## src/rtl/mkv_pkg.sv

```systemverilog
package mkv_pkg;

    typedef struct packed {
        logic        req_type;
        logic [63:0] hash_word0;
        logic [63:0] hash_word1;
        logic [63:0] hash_word2;
        logic [63:0] hash_word3;
        logic [63:0] position;
        logic [63:0] leaf_count;
        logic        final_item;
    } in_item_t;

    typedef struct packed {
        logic [2:0]  status;
        logic [63:0] built_word0;
        logic [63:0] built_word1;
        logic [63:0] built_word2;
        logic [63:0] built_word3;
    } out_item_t;

    localparam logic       REQ_START   = 1'b0;
    localparam logic       REQ_SIBLING = 1'b1;

    localparam logic [2:0] ST_OK       = 3'd0;
    localparam logic [2:0] ST_MISMATCH = 3'd1;
    localparam logic [2:0] ST_BAD_IDX  = 3'd2;
    localparam logic [2:0] ST_BAD_LEN  = 3'd3;
    localparam logic [2:0] ST_NO_START = 3'd4;

    localparam logic [1:0] CFG_ROOT0 = 2'd0;
    localparam logic [1:0] CFG_ROOT1 = 2'd1;
    localparam logic [1:0] CFG_ROOT2 = 2'd2;
    localparam logic [1:0] CFG_ROOT3 = 2'd3;

    localparam logic [7:0] NODE_PREFIX = 8'h01;

    typedef enum logic [2:0] {
        S_IDLE,
        S_SKIP,
        S_HASH,
        S_REPORT
    } state_t;

    // Hash engine control toward the compression unit.
    typedef struct packed {
        logic         start;
        logic [511:0] block0;
        logic [511:0] block1;
    } sha_ctl_t;

    typedef struct packed {
        logic busy;
        logic done;
    } sha_sts_t;

    function automatic logic [31:0] round_k(input logic [5:0] t);
        logic [31:0] k;
        case (t)
            6'd0:  k = 32'h428a2f98; 6'd1:  k = 32'h71374491;
            6'd2:  k = 32'hb5c0fbcf; 6'd3:  k = 32'he9b5dba5;
            6'd4:  k = 32'h3956c25b; 6'd5:  k = 32'h59f111f1;
            6'd6:  k = 32'h923f82a4; 6'd7:  k = 32'hab1c5ed5;
            6'd8:  k = 32'hd807aa98; 6'd9:  k = 32'h12835b01;
            6'd10: k = 32'h243185be; 6'd11: k = 32'h550c7dc3;
            6'd12: k = 32'h72be5d74; 6'd13: k = 32'h80deb1fe;
            6'd14: k = 32'h9bdc06a7; 6'd15: k = 32'hc19bf174;
            6'd16: k = 32'he49b69c1; 6'd17: k = 32'hefbe4786;
            6'd18: k = 32'h0fc19dc6; 6'd19: k = 32'h240ca1cc;
            6'd20: k = 32'h2de92c6f; 6'd21: k = 32'h4a7484aa;
            6'd22: k = 32'h5cb0a9dc; 6'd23: k = 32'h76f988da;
            6'd24: k = 32'h983e5152; 6'd25: k = 32'ha831c66d;
            6'd26: k = 32'hb00327c8; 6'd27: k = 32'hbf597fc7;
            6'd28: k = 32'hc6e00bf3; 6'd29: k = 32'hd5a79147;
            6'd30: k = 32'h06ca6351; 6'd31: k = 32'h14292967;
            6'd32: k = 32'h27b70a85; 6'd33: k = 32'h2e1b2138;
            6'd34: k = 32'h4d2c6dfc; 6'd35: k = 32'h53380d13;
            6'd36: k = 32'h650a7354; 6'd37: k = 32'h766a0abb;
            6'd38: k = 32'h81c2c92e; 6'd39: k = 32'h92722c85;
            6'd40: k = 32'ha2bfe8a1; 6'd41: k = 32'ha81a664b;
            6'd42: k = 32'hc24b8b70; 6'd43: k = 32'hc76c51a3;
            6'd44: k = 32'hd192e819; 6'd45: k = 32'hd6990624;
            6'd46: k = 32'hf40e3585; 6'd47: k = 32'h106aa070;
            6'd48: k = 32'h19a4c116; 6'd49: k = 32'h1e376c08;
            6'd50: k = 32'h2748774c; 6'd51: k = 32'h34b0bcb5;
            6'd52: k = 32'h391c0cb3; 6'd53: k = 32'h4ed8aa4a;
            6'd54: k = 32'h5b9cca4f; 6'd55: k = 32'h682e6ff3;
            6'd56: k = 32'h748f82ee; 6'd57: k = 32'h78a5636f;
            6'd58: k = 32'h84c87814; 6'd59: k = 32'h8cc70208;
            6'd60: k = 32'h90befffa; 6'd61: k = 32'ha4506ceb;
            6'd62: k = 32'hbef9a3f7; 6'd63: k = 32'hc67178f2;
            default: k = 32'h0;
        endcase
        return k;
    endfunction

    localparam logic [255:0] SHA_IV = {
        32'h6a09e667, 32'hbb67ae85, 32'h3c6ef372, 32'ha54ff53a,
        32'h510e527f, 32'h9b05688c, 32'h1f83d9ab, 32'h5be0cd19};

endpackage

```

## src/rtl/mkv_sha_core.sv

```systemverilog
// Two-block SHA-256 compression, one round per cycle.
module mkv_sha_core
(
    input  logic              clk,
    input  logic              rst_n,
    input  mkv_pkg::sha_ctl_t ctl,
    output mkv_pkg::sha_sts_t sts,
    output logic [255:0]      digest
);

    logic [255:0] h_reg, h_next;
    logic [255:0] v_reg, v_next;
    logic [511:0] w_reg, w_next;
    logic [511:0] blk1_reg, blk1_next;
    logic [5:0]   round_reg, round_next;
    logic         second_reg, second_next;
    logic         busy_reg, busy_next;
    logic         done_reg, done_next;

    logic [31:0] a, b, c, d, e, f, g, hh;
    logic [31:0] w_cur, w_new, x15, x2, x7, x16;
    logic [31:0] ss0, ss1, bs0, bs1, ch, mj, t1, t2;
    logic [255:0] h_sum;

    function automatic logic [31:0] rotr(input logic [31:0] x, input int n);
        return (x >> n) | (x << (32 - n));
    endfunction

    // Round logic over the working variables and the rolling schedule window
    always_comb
    begin
        {a, b, c, d, e, f, g, hh} = v_reg;
        x16 = w_reg[511:480];
        x15 = w_reg[479:448];
        x7  = w_reg[223:192];
        x2  = w_reg[63:32];
        ss0 = rotr(x15, 7) ^ rotr(x15, 18) ^ (x15 >> 3);
        ss1 = rotr(x2, 17) ^ rotr(x2, 19) ^ (x2 >> 10);
        w_new = x16 + ss0 + x7 + ss1;
        w_cur = x16;
        bs1 = rotr(e, 6) ^ rotr(e, 11) ^ rotr(e, 25);
        ch  = (e & f) ^ (~e & g);
        t1  = hh + bs1 + ch + mkv_pkg::round_k(round_reg) + w_cur;
        bs0 = rotr(a, 2) ^ rotr(a, 13) ^ rotr(a, 22);
        mj  = (a & b) ^ (a & c) ^ (b & c);
        t2  = bs0 + mj;
        for (int i = 0; i < 8; i++)
        begin
            h_sum[i*32 +: 32] = h_reg[i*32 +: 32] + v_reg[i*32 +: 32];
        end
    end

    // Sequence rounds and blocks
    always_comb
    begin
        h_next      = h_reg;
        v_next      = v_reg;
        w_next      = w_reg;
        blk1_next   = blk1_reg;
        round_next  = round_reg;
        second_next = second_reg;
        busy_next   = busy_reg;
        done_next   = 1'b0;
        if (ctl.start && !busy_reg)
        begin
            h_next      = mkv_pkg::SHA_IV;
            v_next      = mkv_pkg::SHA_IV;
            w_next      = ctl.block0;
            blk1_next   = ctl.block1;
            round_next  = 6'd0;
            second_next = 1'b0;
            busy_next   = 1'b1;
        end
        else if (busy_reg)
        begin
            v_next = {t1 + t2, a, b, c, d + t1, e, f, g};
            w_next = {w_reg[479:0], w_new};
            round_next = round_reg + 6'd1;
            if (round_reg == 6'd63)
            begin
                // Close this block; after the first block, start the second one
                h_next = {h_sum[255:224] + 32'h0, h_sum[223:0]};
                h_next[255:224] = h_reg[255:224] + t1 + t2;
                h_next[223:192] = h_reg[223:192] + a;
                h_next[191:160] = h_reg[191:160] + b;
                h_next[159:128] = h_reg[159:128] + c;
                h_next[127:96]  = h_reg[127:96] + d + t1;
                h_next[95:64]   = h_reg[95:64] + e;
                h_next[63:32]   = h_reg[63:32] + f;
                h_next[31:0]    = h_reg[31:0] + g;
                v_next = h_next;
                w_next = blk1_reg;
                if (second_reg)
                begin
                    busy_next = 1'b0;
                    done_next = 1'b1;
                end
                second_next = 1'b1;
            end
        end
    end

    always_ff @(posedge clk or negedge rst_n)
    begin
        if (!rst_n)
        begin
            busy_reg <= 1'b0;
            done_reg <= 1'b0;
        end
        else
        begin
            busy_reg <= busy_next;
            done_reg <= done_next;
        end
    end

    always_ff @(posedge clk)
    begin
        h_reg      <= h_next;
        v_reg      <= v_next;
        w_reg      <= w_next;
        blk1_reg   <= blk1_next;
        round_reg  <= round_next;
        second_reg <= second_next;
    end

    assign sts.busy = busy_reg;
    assign sts.done = done_reg;
    assign digest   = h_reg;

endmodule

```

## config.mk

```make
export PLATFORM = sky130hd
export DESIGN_NAME = mkv_sha_core
export DESIGN_NICKNAME = d
export VERILOG_FILES = /design/src/rtl/mkv_pkg.sv /design/src/rtl/mkv_sha_core.sv
export SDC_FILE = /design/constraint.sdc
export NUM_CORES = 2
export LEC_CHECK = 0
export ABC_AREA = 0
export BUFFER_PORTS_ARGS = -buffer_cell sky130_fd_sc_hd__buf_2
export CORE_MARGIN = 1
export CORE_UTILIZATION = 30
export CTS_BUF_LIST = sky130_fd_sc_hd__clkbuf_4
export CTS_CLUSTER_SIZE = 30
export DETAILED_ROUTE_END_ITERATION = 8
export PLACE_DENSITY_LB_ADDON = 0.3
export SYNTH_ARGS = -nofsm -noshare
export SYNTH_HDL_FRONTEND = slang
export SYNTH_SLANG_ARGS = --single-unit
```

## constraint.sdc

```tcl
create_clock -name clk -period 15.03 [get_ports clk]
set_input_delay 3.006 -clock clk [delete_from_list [all_inputs] [get_ports clk]]
set_output_delay 3.006 -clock clk [all_outputs]
set_load 0.02 [all_outputs]
```

==> results summary <==
The area growth from synthesis to final layout is 18.3%. The required time of the critical path is 16.27 ns. The number of cell rows is 200.

Counting stages on the worst path, the most repeated cell is fa_1. The remaining max-slew budget at the tightest pin is 6.98%. The post-synthesis adder-cell area fraction came out at between 10% and 20%. The critical path arrival came out at 10.40 ns. The share of flip-flops with an asynchronous set or reset after synthesis is 0.127%.

The HPWL after detailed placement is 349 mm. The number of hold-slack violations in the final timing report came to 0. The quantity of gates resized following cts is 0. The residual DRC count came out at 0. The count of final setup violators is 0. The largest net degree at the start of global routing came out at 202. Input and output buffers added on the ports amount to around 1,300. The final weighted congestion of routability-driven global placement came out at 1.01. The wire length of the first global-routing pass came out at 595 mm. The cts-stage hold buffer count is 0. Each instance of the synthesized netlist takes up on average 9.46 µm². The height of the die is about 550 µm. Cells with a size suffix above 1 make up 20.0% of the layout. The path class of the tightest hold or removal check is reg -> reg. The post-detailed-route wirelength per cell came out at 29.1 µm. For this block, the initial DRC count from the detailed router was slightly above 9,000.

The slew at the pin with the worst max-slew slack came out at 1.38 ns. The mapped netlist covers 90,000 µm². STA classifies the critical path endpoint as a flop. The worst hold path endpoint is second_reg$_SDFFE_PP0P_. The launching point of the worst reg2reg path is v_reg[122]$_SDFFE_PP0P_. The number of synthesized flops with an enable pin is 1,024. The dominant combinational cell family by area after synthesis is compound AO/OA/AOI/OAI gates. The number of I/O pins came out at 1,285. The post-synth net total is 11,200. The distinct cell type count of the synthesized netlist came out at 99. The library cell used most frequently in the layout, excluding fill and tap cells, is nand2_1.

The buffer count from post-CTS setup fixing came out at 0. The detailed-route wire length came out at about 440 mm. In the layout the commonest cells are nand2_1, buf_2, edfxtp_1. The number of buffers created by CTS is 458. The clock insertion delay at the later pin of the skew report is 1.45 ns. Together, buffers and inverters on the worst path number 3.

The flow ran to the end, and the final reports show no timing, DRC or antenna violations. The TritonCTS clock tree is yes. The fmax is 0.109 GHz. The total number of nets in the final design came out at 12,500. Setup repair after global routing left no endpoint under its margin. The first-pass iteration count of the detailed router came out at 8.

The gate count after technology mapping is 9,511. The combined global-route utilization of all metal layers is 28.3%. The delay contributed by the slowest stage of the critical path came out at 0.58 ns.

The via count of the first global-routing pass was 76,500. The cell depth of the worst flop-to-flop path is 33. On the critical path, the stage with the largest delay is an instance of dfxtp_1.

The number of antenna violations at the first check in global routing came to between 200 and 250. The highest net fanout along the worst path came out at 7. The number of H-tree levels came out at 5.

The synthesized netlist devotes 16.7% of its cell area to compound gates. The core outline area came out at roughly 300,000 µm². The critical path in this run is classified as reg -> reg. The antenna violation net count after detailed routing is 0. Clock tree synthesis selected as its root buffer the cell clkbuf_4. The remaining global-route overflow came out at 0. The final sum of negative setup slack came out at 0 ns. The proportion of synthesized chip area in sequential cells came out at 46.5%. The area share of and/or/nand/nor cells after synthesis is 13.9%. The number of vias after detailed routing is between 80,000 and 90,000. Among all flip-flop cells after synthesis, the most frequent one is edfxtp_1. For the finished layout, the period the worst path requires is between 9 and 10 ns. The worst setup path is launched from a flop. During synthesis, Yosys emitted a total of 0 warnings. The multiplexer share of the synthesized area came out at 1.05%. The register-to-register setup slack is 5.86 ns. The number of fill cells in the layout came out at 31,100. The xor-xnor portion of the synthesized cell area is 6.09%. The floorplan step defined a die boundary enclosing 302,000 µm². The largest buffer count on any clock path is 4. The share of the clock period used by the worst path after layout came out at 61.0%. The end of the worst register-to-register path is v_reg[126]$_SDFFE_PP1P_. The width of the die came out at 550 µm. After synthesis the netlist holds a flip-flop and latch count of 1,577. The setup skew after layout came out at approximately 0.19 ns.

The post-CTS clock slew at the launch and capture registers of the worst setup and hold paths is 0.06 ns. The final max-slew violation count came to 0. The initial standard-cell utilization of the core came out at 30.2%. Grouping stages by cell kind, the critical path spends the most delay in adder cells. The clock sink total came out at between 1,500 and 2,000. The startpoint identified for the worst hold timing path is second_reg$_SDFFE_PP0P_. The number of cells on the worst hold path came out at 2. The max-cap check violation count came out at 0. The via count normalized by instance count is 5.32.
==> logic make-up after synthesis <==
family | after synthesis
mux | 91
simple gates | 3079
flops | 1577
fa+ha+maj | 674
compound gates | 2367
xor+xnor | 621
buf+inv | 1102
==> per-stage QoR <==
step                area, µm²  setup slack, ns  util (%)  hold slack [ns]  std cells
CTS                    106000             5.84      35.7            0.446      15100
detailed placement     100000             5.86      33.7            0.436      14300
finish                 106000             5.86      35.8            0.450      15200
global route           106000             5.31      35.7            0.460      15200
global placement       100000             5.91      33.7            0.427      14300
floorplan               90000             4.14         -            0.415       9511
==> final cells by class <==
| cell class | count | area, µm² | share of cell area [%] |
|---|---|---|---|
| multi-input combinational | 6832 | 44100 | 41.4 |
| sequential | 1577 | 41800 | 39.3 |
| timing repair buffer | 1389 | 7310 | 6.87 |
| clock buffer | 695 | 5220 | 4.90 |
| tap | 3939 | 4930 | 4.63 |
| inverter | 553 | 2090 | 1.97 |
| clock inverter | 115 | 687 | 0.646 |
| antenna | 105 | 263 | 0.247 |
==> worst min-delay path: cells and delay by family, from the launching register on <==
family / cells / cell delay (ns)
flops: 1 / 0.31
simple gates: 2 / 0.09
==> per-layer routing <==
layer	global-route usage (%)	up-vias	part of all wire, %
met2	44.4	4128	45
met4	18.1	120	6.7
met1	34.9	39100	39
met3	6.40	1041	8.8
li1	-	36500	-
met5	0	-	0.18
==> cell usage after synthesis, types with 64 or more instances <==
master	number	area share [%]
clkbuf_1	513	2.1
fa_1	221	4.9
nor2_1	874	3.6
a21o_1	203	1.7
edfxtp_1	1024	34
nand3_1	108	0.60
ha_1	419	5.8
a21oi_1	593	3.3
xnor2_1	404	3.9
nor3_1	108	0.60
dfxtp_1	551	12
a31oi_1	546	3.8
inv_1	550	2.3
xor2_1	213	2.1
o211ai_1	89	0.74
o21ai_0	410	2.3
nand2_1	1729	7.2
mux2i_1	64	0.71
==> worst max-delay path by stage <==
stage                       startpoint                      end  slack (ns)  depth (start not counted)
6_report       v_reg[122]$_SDFFE_PP0P_  v_reg[126]$_SDFFE_PP1P_        5.86                         33
5_1_grt        v_reg[108]$_SDFFE_PP1P_  v_reg[126]$_SDFFE_PP1P_        5.31                         33
4_1_cts        v_reg[122]$_SDFFE_PP0P_  v_reg[126]$_SDFFE_PP1P_        5.84                         33
3_5_place_dp   v_reg[122]$_SDFFE_PP0P_  v_reg[126]$_SDFFE_PP1P_        5.86                         33
3_3_place_gp   v_reg[122]$_SDFFE_PP0P_  v_reg[126]$_SDFFE_PP1P_        5.91                         33
2_1_floorplan                ctl[1024]    blk1_reg[0]$_DFFE_PP_        4.14                          5
Power is not shown: default switching activity piles up to over one toggle a cycle in this logic, so the estimate is an artifact.
